## src/at_can_frame_deframer_core_assert.svh

```systemverilog
// Assertion macros for the serial CAN frame deframer.
// Included by the modules that carry concurrent assertions; no other dependencies.
`ifndef AT_CAN_FRAME_DEFRAMER_CORE_ASSERT_SVH
`define AT_CAN_FRAME_DEFRAMER_CORE_ASSERT_SVH
`ifndef ASSERT_OFF
// Property must hold at every clock edge outside reset.
`define ATCD_ASSERT(lbl, clk, rst_n, prop, msg) \
	lbl: assert property (@(posedge clk) disable iff (!rst_n) prop) else $error(msg);
// Condition must never be true outside reset.
`define ATCD_ASSERT_NEVER(lbl, clk, rst_n, cond, msg) \
	lbl: assert property (@(posedge clk) disable iff (!rst_n) !(cond)) else $error(msg);
`else
`define ATCD_ASSERT(lbl, clk, rst_n, prop, msg)
`define ATCD_ASSERT_NEVER(lbl, clk, rst_n, cond, msg)
`endif
`endif

```

## src/atcd_pkg.sv

```systemverilog
// Shared constants, types and helpers for the serial CAN frame deframer.
// No dependencies; used by the interfaces and the core.
`timescale 1ns / 1ps

package atcd_pkg;

	localparam int MAX_PAYLOAD = 8;
	localparam int HDR_LEN     = 7;
	localparam int TAIL_LEN    = 2;
	localparam int WIN_DEPTH   = 17;
	localparam int WIN_AW      = $clog2(WIN_DEPTH + 1);
	localparam int ID_W        = 29;
	localparam int LEN_W       = 4;
	localparam int PAYLOAD_W   = 64;

	localparam logic [7:0] CH_A  = 8'h41;
	localparam logic [7:0] CH_T  = 8'h54;
	localparam logic [7:0] CH_CR = 8'h0D;
	localparam logic [7:0] CH_LF = 8'h0A;

	typedef logic [7:0]           byte_t;
	typedef logic [ID_W-1:0]      can_id_t;
	typedef logic [LEN_W-1:0]     len_t;
	typedef logic [PAYLOAD_W-1:0] payload_t;
	typedef logic [WIN_AW-1:0]    win_idx_t;

	// Add two window positions modulo the window depth (their sum below twice the depth).
	function automatic win_idx_t wrap_add(input win_idx_t a, input win_idx_t b);
		logic [WIN_AW:0] sum;
		sum = {1'b0, a} + {1'b0, b};
		if (sum >= (WIN_AW+1)'(WIN_DEPTH)) begin
			sum = sum - (WIN_AW+1)'(WIN_DEPTH);
		end
		return sum[WIN_AW-1:0];
	endfunction

endpackage

```

## src/atcd_rx_if.sv

```systemverilog
// Byte channel from the serial receiver: valid/ready plus one received byte.
// Depends on atcd_pkg.
`timescale 1ns / 1ps

interface atcd_rx_if;
	import atcd_pkg::*;

	logic  valid;
	logic  ready;
	byte_t rx_byte;

	modport source (output valid, output rx_byte, input ready);
	modport sink (input valid, input rx_byte, output ready);
endinterface

```

## src/atcd_frame_if.sv

```systemverilog
// Decoded frame channel: valid/ready plus identifier, length and payload.
// Depends on atcd_pkg.
`timescale 1ns / 1ps

interface atcd_frame_if;
	import atcd_pkg::*;

	logic     valid;
	logic     ready;
	can_id_t  can_id;
	len_t     payload_length;
	payload_t payload;

	modport source (output valid, output can_id, output payload_length, output payload,
		input ready);
	modport sink (input valid, input can_id, input payload_length, input payload,
		output ready);
endinterface

```

## src/at_can_frame_deframer_core.sv

```systemverilog
// Serial CAN frame deframer: byte window in a circular buffer and a scan sequencer.
// Throughput: one byte per scan; a scan reads one window byte at a time through one
// registered read port, addressed by a modulo-17 adder; a scan ends after the frame or wait.
// Sequence from the accepting edge: S_START, then S_ISSUE and S_CHECK per byte checked (9 + length
// bytes for a valid frame), then S_EMIT; each resync drop returns to S_START to restart the check.
// Reset: asynchronous, clears count, head pointer, sequencer and output valid; no clearing pass.
`timescale 1ns / 1ps

module at_can_frame_deframer_core (
	input logic          clk,
	input logic          arst_n,
	atcd_rx_if.sink      rx,
	atcd_frame_if.source frame
);
	import atcd_pkg::*;
	`include "at_can_frame_deframer_core_assert.svh"

	typedef enum logic [2:0] {
		S_IDLE,
		S_START,
		S_ISSUE,
		S_CHECK,
		S_EMIT
	} state_t;

	typedef enum logic [2:0] {
		P_A,
		P_T,
		P_LEN,
		P_CR,
		P_LF,
		P_ID,
		P_PL
	} phase_t;

	state_t   state_q;
	phase_t   phase_q;
	win_idx_t head_q;
	win_idx_t count_q;
	win_idx_t ofs_q;
	win_idx_t total_q;
	len_t     len_q;
	byte_t    rd_q;
	logic [31:0] id_q;
	payload_t pl_q;

	byte_t    win_mem [WIN_DEPTH];

	logic     out_valid_q;
	can_id_t  out_id_q;
	len_t     out_len_q;
	payload_t out_pl_q;

	logic     rx_accept;
	logic     out_load;
	logic [8:0] total_w;
	win_idx_t rd_addr;
	win_idx_t wr_addr;
	logic [2:0] pl_idx;
	win_idx_t ofs_pl;

	assign rx.ready  = (state_q == S_IDLE);
	assign rx_accept = rx.valid && rx.ready;
	assign out_load  = (state_q == S_EMIT) && (!out_valid_q || frame.ready);

	// Position adders: read and write addresses into the circular window
	assign rd_addr = wrap_add(head_q, ofs_q);
	assign wr_addr = wrap_add(head_q, count_q);

	// Frame size for the length byte under check
	assign total_w = 9'(HDR_LEN + TAIL_LEN) + {1'b0, rd_q};
	assign ofs_pl  = ofs_q - win_idx_t'(HDR_LEN);
	assign pl_idx  = ofs_pl[2:0];

	// Window storage: write on arrival, registered read for the scan
	always_ff @(posedge clk) begin
		if (rx_accept) begin
			win_mem[wr_addr] <= rx.rx_byte;
		end
		if (state_q == S_ISSUE) begin
			rd_q <= win_mem[rd_addr];
		end
	end

	// Scan sequencer and output register
	always_ff @(posedge clk or negedge arst_n) begin
		if (!arst_n) begin
			state_q     <= S_IDLE;
			phase_q     <= P_A;
			head_q      <= '0;
			count_q     <= '0;
			ofs_q       <= '0;
			out_valid_q <= 1'b0;
		end else begin
			// Drop the delivered result unless a new one loads
			if (frame.ready && !out_load) begin
				out_valid_q <= 1'b0;
			end

			unique case (state_q)
				S_IDLE: begin
					if (rx_accept) begin
						if (count_q == win_idx_t'(WIN_DEPTH)) begin
							head_q <= wrap_add(head_q, win_idx_t'(1));
						end else begin
							count_q <= count_q + win_idx_t'(1);
						end
						state_q <= S_START;
					end
				end
				S_START: begin
					if (count_q >= win_idx_t'(HDR_LEN + TAIL_LEN)) begin
						ofs_q   <= '0;
						phase_q <= P_A;
						state_q <= S_ISSUE;
					end else begin
						state_q <= S_IDLE;
					end
				end
				S_ISSUE: begin
					state_q <= S_CHECK;
				end
				S_CHECK: begin
					case (phase_q)
						P_A: begin
							if (rd_q == CH_A) begin
								ofs_q   <= win_idx_t'(1);
								phase_q <= P_T;
								state_q <= S_ISSUE;
							end else begin
								head_q  <= wrap_add(head_q, win_idx_t'(1));
								count_q <= count_q - win_idx_t'(1);
								state_q <= S_START;
							end
						end
						P_T: begin
							if (rd_q == CH_T) begin
								ofs_q   <= win_idx_t'(6);
								phase_q <= P_LEN;
								state_q <= S_ISSUE;
							end else begin
								head_q  <= wrap_add(head_q, win_idx_t'(1));
								count_q <= count_q - win_idx_t'(1);
								state_q <= S_START;
							end
						end
						P_LEN: begin
							pl_q <= '0;
							if ((rd_q > byte_t'(MAX_PAYLOAD)) ||
								(total_w > 9'(WIN_DEPTH))) begin
								head_q  <= wrap_add(head_q, win_idx_t'(1));
								count_q <= count_q - win_idx_t'(1);
								state_q <= S_START;
							end else if ({4'b0, count_q} < total_w) begin
								// Hold the bytes until the frame completes
								state_q <= S_IDLE;
							end else begin
								len_q   <= rd_q[LEN_W-1:0];
								total_q <= total_w[WIN_AW-1:0];
								ofs_q   <= total_w[WIN_AW-1:0] - win_idx_t'(TAIL_LEN);
								phase_q <= P_CR;
								state_q <= S_ISSUE;
							end
						end
						P_CR: begin
							if (rd_q == CH_CR) begin
								ofs_q   <= total_q - win_idx_t'(1);
								phase_q <= P_LF;
								state_q <= S_ISSUE;
							end else begin
								head_q  <= wrap_add(head_q, win_idx_t'(1));
								count_q <= count_q - win_idx_t'(1);
								state_q <= S_START;
							end
						end
						P_LF: begin
							if (rd_q == CH_LF) begin
								ofs_q   <= win_idx_t'(2);
								phase_q <= P_ID;
								state_q <= S_ISSUE;
							end else begin
								head_q  <= wrap_add(head_q, win_idx_t'(1));
								count_q <= count_q - win_idx_t'(1);
								state_q <= S_START;
							end
						end
						P_ID: begin
							id_q <= {id_q[23:0], rd_q};
							if (ofs_q == win_idx_t'(HDR_LEN - 2)) begin
								if (len_q == '0) begin
									state_q <= S_EMIT;
								end else begin
									ofs_q   <= win_idx_t'(HDR_LEN);
									phase_q <= P_PL;
									state_q <= S_ISSUE;
								end
							end else begin
								ofs_q   <= ofs_q + win_idx_t'(1);
								state_q <= S_ISSUE;
							end
						end
						P_PL: begin
							pl_q[pl_idx*8 +: 8] <= rd_q;
							if (ofs_pl == win_idx_t'(len_q) - win_idx_t'(1)) begin
								state_q <= S_EMIT;
							end else begin
								ofs_q   <= ofs_q + win_idx_t'(1);
								state_q <= S_ISSUE;
							end
						end
						default: begin
							state_q <= S_IDLE;
						end
					endcase
				end
				S_EMIT: begin
					// Wait for the output register, then remove the frame bytes
					if (out_load) begin
						out_valid_q <= 1'b1;
						out_id_q    <= id_q[31:3];
						out_len_q   <= len_q;
						out_pl_q    <= pl_q;
						head_q      <= wrap_add(head_q, total_q);
						count_q     <= count_q - total_q;
						state_q     <= S_IDLE;
					end
				end
				default: begin
					state_q <= S_IDLE;
				end
			endcase
		end
	end

	assign frame.valid          = out_valid_q;
	assign frame.can_id         = out_id_q;
	assign frame.payload_length = out_len_q;
	assign frame.payload        = out_pl_q;

	`ATCD_ASSERT_NEVER(a_count_bound, clk, arst_n, count_q > win_idx_t'(WIN_DEPTH), "window count above depth")
	`ATCD_ASSERT_NEVER(a_read_held, clk, arst_n, (state_q == S_ISSUE) && (ofs_q >= count_q), "scan read beyond held bytes")
	`ATCD_ASSERT(a_load_len, clk, arst_n, out_load |-> (len_q <= len_t'(MAX_PAYLOAD)) && (total_q <= count_q), "emitted frame malformed")
	`ATCD_ASSERT(a_accept_start, clk, arst_n, rx_accept |=> (state_q == S_START), "arrival did not start a scan")

endmodule
```

## src/flat_wrapper.sv

```systemverilog
// flat-port wrapper written by rule: the top's interface ports become plain ports
module at_can_frame_deframer_core_flat import atcd_pkg::*;
  (clk, arst_n, rx_valid, rx_rx_byte, rx_ready, frame_valid, frame_can_id, frame_payload_length, frame_payload, frame_ready);
  atcd_rx_if rx_i ();
  atcd_frame_if frame_i ();
  input logic clk;
  input logic arst_n;
  input wire logic [$bits(rx_i.valid)-1:0] rx_valid;
  input wire logic [$bits(rx_i.rx_byte)-1:0] rx_rx_byte;
  output wire logic [$bits(rx_i.ready)-1:0] rx_ready;
  output wire logic [$bits(frame_i.valid)-1:0] frame_valid;
  output wire logic [$bits(frame_i.can_id)-1:0] frame_can_id;
  output wire logic [$bits(frame_i.payload_length)-1:0] frame_payload_length;
  output wire logic [$bits(frame_i.payload)-1:0] frame_payload;
  input wire logic [$bits(frame_i.ready)-1:0] frame_ready;
  assign rx_i.valid = rx_valid;
  assign rx_i.rx_byte = rx_rx_byte;
  assign rx_ready = rx_i.ready;
  assign frame_valid = frame_i.valid;
  assign frame_can_id = frame_i.can_id;
  assign frame_payload_length = frame_i.payload_length;
  assign frame_payload = frame_i.payload;
  assign frame_i.ready = frame_ready;
  at_can_frame_deframer_core u_core (.clk(clk), .arst_n(arst_n), .rx(rx_i), .frame(frame_i));
endmodule
```

## config.mk

```make
export PLATFORM = sky130hd
export DESIGN_NAME = at_can_frame_deframer_core_flat
export DESIGN_NICKNAME = d
export VERILOG_FILES = /design/src/atcd_pkg.sv /design/src/atcd_rx_if.sv /design/src/atcd_frame_if.sv /design/src/at_can_frame_deframer_core.sv /design/src/flat_wrapper.sv
export VERILOG_INCLUDE_DIRS = /design/src /design/src/src
export SDC_FILE = /design/constraint.sdc
export NUM_CORES = 1
export LEC_CHECK = 0
export ABC_AREA = 1
export BUFFER_PORTS_ARGS = -buffer_cell sky130_fd_sc_hd__buf_2
export CORE_AREA = 2 2 170 172
export DETAILED_ROUTE_END_ITERATION = 8
export DIE_AREA = 0 0 172 174
export GPL_TIMING_DRIVEN = 1
export PLACE_DENSITY = 0.88
export SLEW_MARGIN = 20
export SYNTH_ARGS = -nofsm -noshare
export SYNTH_HDL_FRONTEND = slang
export SYNTH_SLANG_ARGS = --single-unit
```

## constraint.sdc

```tcl
create_clock -name clk -period 9 [get_ports clk]
set_input_delay 1.8 -clock clk [delete_from_list [all_inputs] [get_ports clk]]
set_output_delay 1.8 -clock clk [all_outputs]
set_load 0.005 [all_outputs]
```

Word-level counts from Yosys, hierarchy flattened
Memory sizes are Yosys's and may differ from the RTL's. A register that Yosys moved wholly into a read port is not among the register bits.
Cells that the tools add are included.
{"block": "word_totals", "regBits": 224, "ramBits": 136, "input_bits": 12, "output_inout_bits": 99, "n_memories": 1}
{"block": "classes", "addsub": 18, "n_lt_le_gt_ge": 8, "n_eq_ne": 40, "n_shift": 2, "mux": 68, "bitwise": 2, "n_reduce_logical": 22}
{"memory": "u_core.win_mem", "depth": 17, "word_bits": 8, "rd": 1, "rd_clocked_by_memory_dff": 1, "write_ports": 1, "line_no": "at_can_frame_deframer_core.sv:47", "text": "byte_t win_mem [WIN_DEPTH];"}
{"cell": "two-way mux 5 bit", "n": 30}
{"cell": "case mux 64 bit (2 select lines)", "n": 1}
{"cell": "bitwise mux 64 bit", "n": 1}
{"cell": "variable shift 8 x 34 -> 64 bit (first input constant)", "n": 1}
{"cell": "indexed part select 8 x 34 -> 64 bit", "n": 1}
{"cell": "case mux 5 bit (5 select lines)", "n": 2}
{"cell": "two-way mux 3 bit", "n": 15}
{"cell": "case mux 5 bit (7 select lines)", "n": 1}
{"cell": "negator 6 -> 34 bit", "n": 1}
{"cell": "case mux 5 bit (3 select lines)", "n": 2}
{"cell": "greater-or-equal comparator 6 x 5 -> 1 bit (second input constant)", "n": 4}
{"cell": "!= test 3 bit (second input constant)", "n": 8}
{"cell": "AND reduction 11 bit", "n": 2}
{"cell": "case mux 3 bit (7 select lines)", "n": 1}
{"cell": "AND reduction 10 bit", "n": 2}
{"cell": "subtractor 5 bit (second input constant)", "n": 4}
{"cell": "adder 5 x 5 -> 6 bit", "n": 3}
{"cell": "!= test 3 x 2 -> 1 bit (second input constant)", "n": 6}
{"cell": "case mux 3 bit (6 select lines)", "n": 1}
{"cell": "== test 8 x 4 -> 1 bit (second input constant)", "n": 2}
{"cell": "== test 8 x 7 -> 1 bit (second input constant)", "n": 2}
{"cell": "case mux 3 bit (5 select lines)", "n": 1}
{"cell": "== test 3 x 2 -> 1 bit (second input constant)", "n": 4}
{"cell": "== test 3 bit (second input constant)", "n": 4}
{"cell": "37 further kinds", "n": 61}

Depth between registers and ports, before layout
{"block": "logic_depth", "depth_word": 8, "ltp_mapped": 19, "depth_no_buf": 18}

Worst setup path after synthesis
OpenSTA, ideal clock, no wires.
{"block": "synth_path", "kind": "input port to flip-flop", "from": "input port arst_n", "to": "register u_core.out_id_q[0] (netlist: u_core.frame.can_id[0]) (enable)", "setup_ns": 0.671, "t_arrival_ns": 8.436, "t_required_ns": 8.329, "setup_slack_ns": -0.107, "stages": 2, "path_buffers": 0, "path_cell_list": "inv_1 nor3_1"}
{"block": "synth_via", "elab_chain_cells": 1}
{"element": "from (decl)", "line_no": "flat_wrapper.sv:7", "text": "input logic arst_n;"}
{"element": "AND reduction 3 bit (no line)"}
{"element": "to (signal assigned)", "line_no": "at_can_frame_deframer_core.sv:220", "text": "out_id_q <= id_q[31:3];"}
{"element": "to (decl)", "line_no": "at_can_frame_deframer_core.sv:50", "text": "can_id_t out_id_q;"}
Every way passes these cells.
A chain may end at the register's enable or synchronous reset.

Final worst setup path
{"block": "layout_path", "from": "register u_core.head_q[0]", "to": "register u_core.rd_q[7], read port of u_core.win_mem, data pin"}
{"block": "layout_via", "elab_chain_cells": 3, "word_cells_on_any_way": 4, "classes_between": "add/sub: 2; order compare: 1; mux: 1"}
{"element": "from (decl)", "line_no": "at_can_frame_deframer_core.sv:38", "text": "win_idx_t head_q;"}
{"element": "from (signal assigned)", "line_no": "at_can_frame_deframer_core.sv:104", "text": "head_q <= wrap_add(head_q, win_idx_t'(1));"}
{"element": "from (signal assigned)", "line_no": "at_can_frame_deframer_core.sv:131", "text": "head_q <= wrap_add(head_q, win_idx_t'(1));"}
{"element": "from (signal assigned)", "line_no": "at_can_frame_deframer_core.sv:142", "text": "head_q <= wrap_add(head_q, win_idx_t'(1));"}
{"element": "adder 5 x 5 -> 6 bit *", "line_no": "atcd_pkg.sv:30", "text": "sum = {1'b0, a} + {1'b0, b};"}
{"element": "subtractor 5 bit / greater-or-equal comparator 6 x 5 -> 1 bit (equally long branches)", "line_no": "atcd_pkg.sv:32, atcd_pkg.sv:31"}
{"element": "two-way mux 5 bit *", "line_no": "atcd_pkg.sv:31", "text": "if (sum >= (WIN_AW+1)'(WIN_DEPTH)) begin"}
{"element": "to (decl)", "line_no": "at_can_frame_deframer_core.sv:43", "text": "byte_t rd_q;"}
Mark *: on every way between the ends. The rest lies on a longest branch, timed or not.

==> flow_metrics.env <==
export IMPL_std_cell_rows=62
export IMPL_dr_pass1_iters=6
export IMPL_grt_pass1_wl_mm=61.4
export IMPL_synth_edf_count=346
export IMPL_area_growth_syn_to_layout_pct=12.9
export IMPL_r2r_start="u_core.head_q[0]"
export IMPL_hold_class="reg -> reg"
export IMPL_cts_root_buf="clkbuf_16"
export IMPL_vdd_ir_drop_max_uv=211
export IMPL_status="complete, no violations"
export IMPL_slew_headroom=0.307
export IMPL_endpoint_kind="flop"
export IMPL_viasPerCell=5.78
export IMPL_p_leak_uw=0.00776
export IMPL_finish_utilization=0.672
export IMPL_vias=12100
export IMPL_layout_drive_gt1_share=0.117
export IMPL_clk_pin_slew_ns=0.06
export IMPL_grt_pass1_vias=11600
export IMPL_syn_nets=1625
export IMPL_wire_per_inst_um=18.8
export IMPL_die_x_um=172
export IMPL_drt_wl_total_mm=39.3
export IMPL_cp_arrival_ns=5.18
export IMPL_crit_start="u_core.head_q[0]"
export IMPL_synth_area_um2=16800
export IMPL_start_kind="flop"
export IMPL_cts_setup_buffers=0
export IMPL_avgSynthCellArea_um2=10.8
export IMPL_start_util=0.595
export IMPL_core_region_area_um2=28200
export IMPL_setup_viol=0
export IMPL_cts_sinks=368
export IMPL_cts_tree="yes"
export IMPL_cp_max_fo=44
export IMPL_fin_nets=1744
export IMPL_grt_overflow=0
export IMPL_skew_ns=0.0229
export IMPL_synth_flop_cell="edfxtp_1"
export IMPL_drc_errors=0
export IMPL_hold_violations=0
export IMPL_max_freq_mhz=204
export IMPL_timing_final_crit_share=0.544
export IMPL_cap_viol_max_count=0
export IMPL_cts_resized=0
export IMPL_grt_setup_unrepaired="no"
export IMPL_clock_latency_ns=0.53
export IMPL_port_buffer_count=110
export IMPL_tightest_slew_ns=1.04
export IMPL_slew_viol_final=0
export IMPL_power_density_nw_per_um2=333
export IMPL_syn_inst=1563
export IMPL_fin_tns_setup_ns=0
export IMPL_ant_nets=0
export IMPL_fillCellCount=1999
export IMPL_ys_seq_elements=368
export IMPL_hpwl_mm=25.9
export IMPL_clock_path_buffers=3
export IMPL_diodes=0
export IMPL_yosysSeqAreaShare=0.651
export IMPL_die_h_um=174
export IMPL_hold_start="u_core.id_q[24]"
export IMPL_htreeDepth=2
export IMPL_grt_use_total=0.263
export IMPL_cts_made_buffers=37
export IMPL_yosysUniqueCellTypes=50
export IMPL_layout_common_cells="edfxtp_1 (346), inv_1 (232), nand2_1 (226)"
export IMPL_ys_async_sr_fraction=0.0598
export IMPL_antenna_found_initial=0
export IMPL_final_common_cell="edfxtp_1"
export IMPL_die_area_um2=29900
export IMPL_ctsHoldBuffers=0
export IMPL_required_ns=9.28
export IMPL_yosys_warnings=0
export IMPL_pin_count=111
export IMPL_grt_start_max_net_pins=79
export IMPL_gp_congestion=0.918
export IMPL_period_needed_ns=4.90
export IMPL_initialDrtViolationCount=1756
export IMPL_whs_ns=0.417
export IMPL_path_class="reg -> reg"
==> Yosys cell counts (all sizes together) (2+ instances only) <==
cell    count  area share
o31ai       3      0.0013
or2         2     0.00074
inv       236       0.053
o22ai       2     0.00074
o221ai      2      0.0010
and3        2     0.00074
nand2     233       0.054
nor3       27      0.0080
a22oi       3      0.0013
edfxtp    346        0.62
a21boi      2     0.00089
xnor2       7      0.0036
clkbuf     12      0.0027
nor2      181       0.041
a21oi      45       0.014
fa          4      0.0048
o211ai      2     0.00089
buf        27      0.0086
ha         46       0.034
xor2       23       0.014
o21ai     119       0.037
dfrtp      22       0.033
clkinv      2     0.00045
nand3     196       0.059
nor4        3      0.0011
nand4       8      0.0033
==> sequential cells by signal (all words and copies together) (netlist names), 8 cells and up <==
| register | cells |
|---|---|
| u_core.pl_q | 64 |
| u_core.rd_q | 8 |
| u_core.win_mem | 136 |
| u_core.frame.payload | 64 |
| u_core.id_q | 32 |
| u_core.frame.can_id | 29 |
==> layout make-up <==
type                       instances  area (um^2)  share of cell area
sequential                       368        10900               0.576
multi-input combinational        918         4840               0.255
clock buffer                      42          966              0.0509
inverter                         238          893              0.0471
timing repair buffer             119          618              0.0326
tap                              384          480              0.0253
clock inverter                    22          245              0.0129
==> metal layers <==
metal  wire length, um  up-vias  global-route usage
met5                 0        -                   0
met4              1600        0               0.105
met3              3880      144              0.0449
met2             19100      770               0.437
met1             14800     5624               0.346
li1                  -     5545                   -
==> stage by stage <==
stage | std cells | power (uW) | instance area [um^2] | setup WS, ns
after CTS | 2091 | 6250 | 19000 | 4.20
after floorplan | 1563 | 4040 | 16800 | 2.19
after global placement | 2027 | 4570 | 17800 | 4.45
final | 2091 | 6320 | 19000 | 4.10
after global routing | 2091 | 6650 | 19000 | 3.83
after detailed placement | 2027 | 4680 | 17800 | 4.30
==> cell families after synthesis <==
kind of cell,count (synthesis),share of synthesized area
flops,368,0.651
simple gates,653,0.168
buf+inv,277,0.0645
mux,1,0.000595
xor+xnor,30,0.0176
fa+ha+maj,50,0.0390
compound gates,184,0.0594
==> power breakdown <==
group	internal, uW	leakage, uW	total [uW]	switching (uW)
combinational	749	0.00376	2550	1810
sequential	2050	0.00341	2210	156
clock	915	0.000589	1550	638
==> worst paths after layout <==
check / depth (start not counted) / slack [ns] / end
setup / recovery: 17 / 4.10 / u_core.rd_q[7]
hold / removal: 0 / 0.42 / u_core.frame.can_id[21]
setup reg to reg: 17 / 4.10 / u_core.rd_q[7]
hold reg to reg: 0 / 0.42 / u_core.frame.can_id[21]
max in group asynchronous: 1 / 7.38 / u_core.count_q[2]
min in group asynchronous: 1 / 1.25 / u_core.state_q[1]
==> worst max-delay path, cell delays in order, from the launching register on <==
cell     delay, ns
dfrtp_1       0.53
ha_1          0.30
fa_1          0.47
inv_1         0.16
ha_1          0.19
inv_1         0.06
nor2_1        0.19
nand3_2       0.10
nand2_2       0.13
nand3_1       0.74
nand2_2       1.02
nand2_1       0.15
nand3_1       0.16
nand3_1       0.13
nand3_1       0.12
nand2_1       0.06
nand2_1       0.06
nand2_1       0.05
Power figures use the tool's default switching activity.
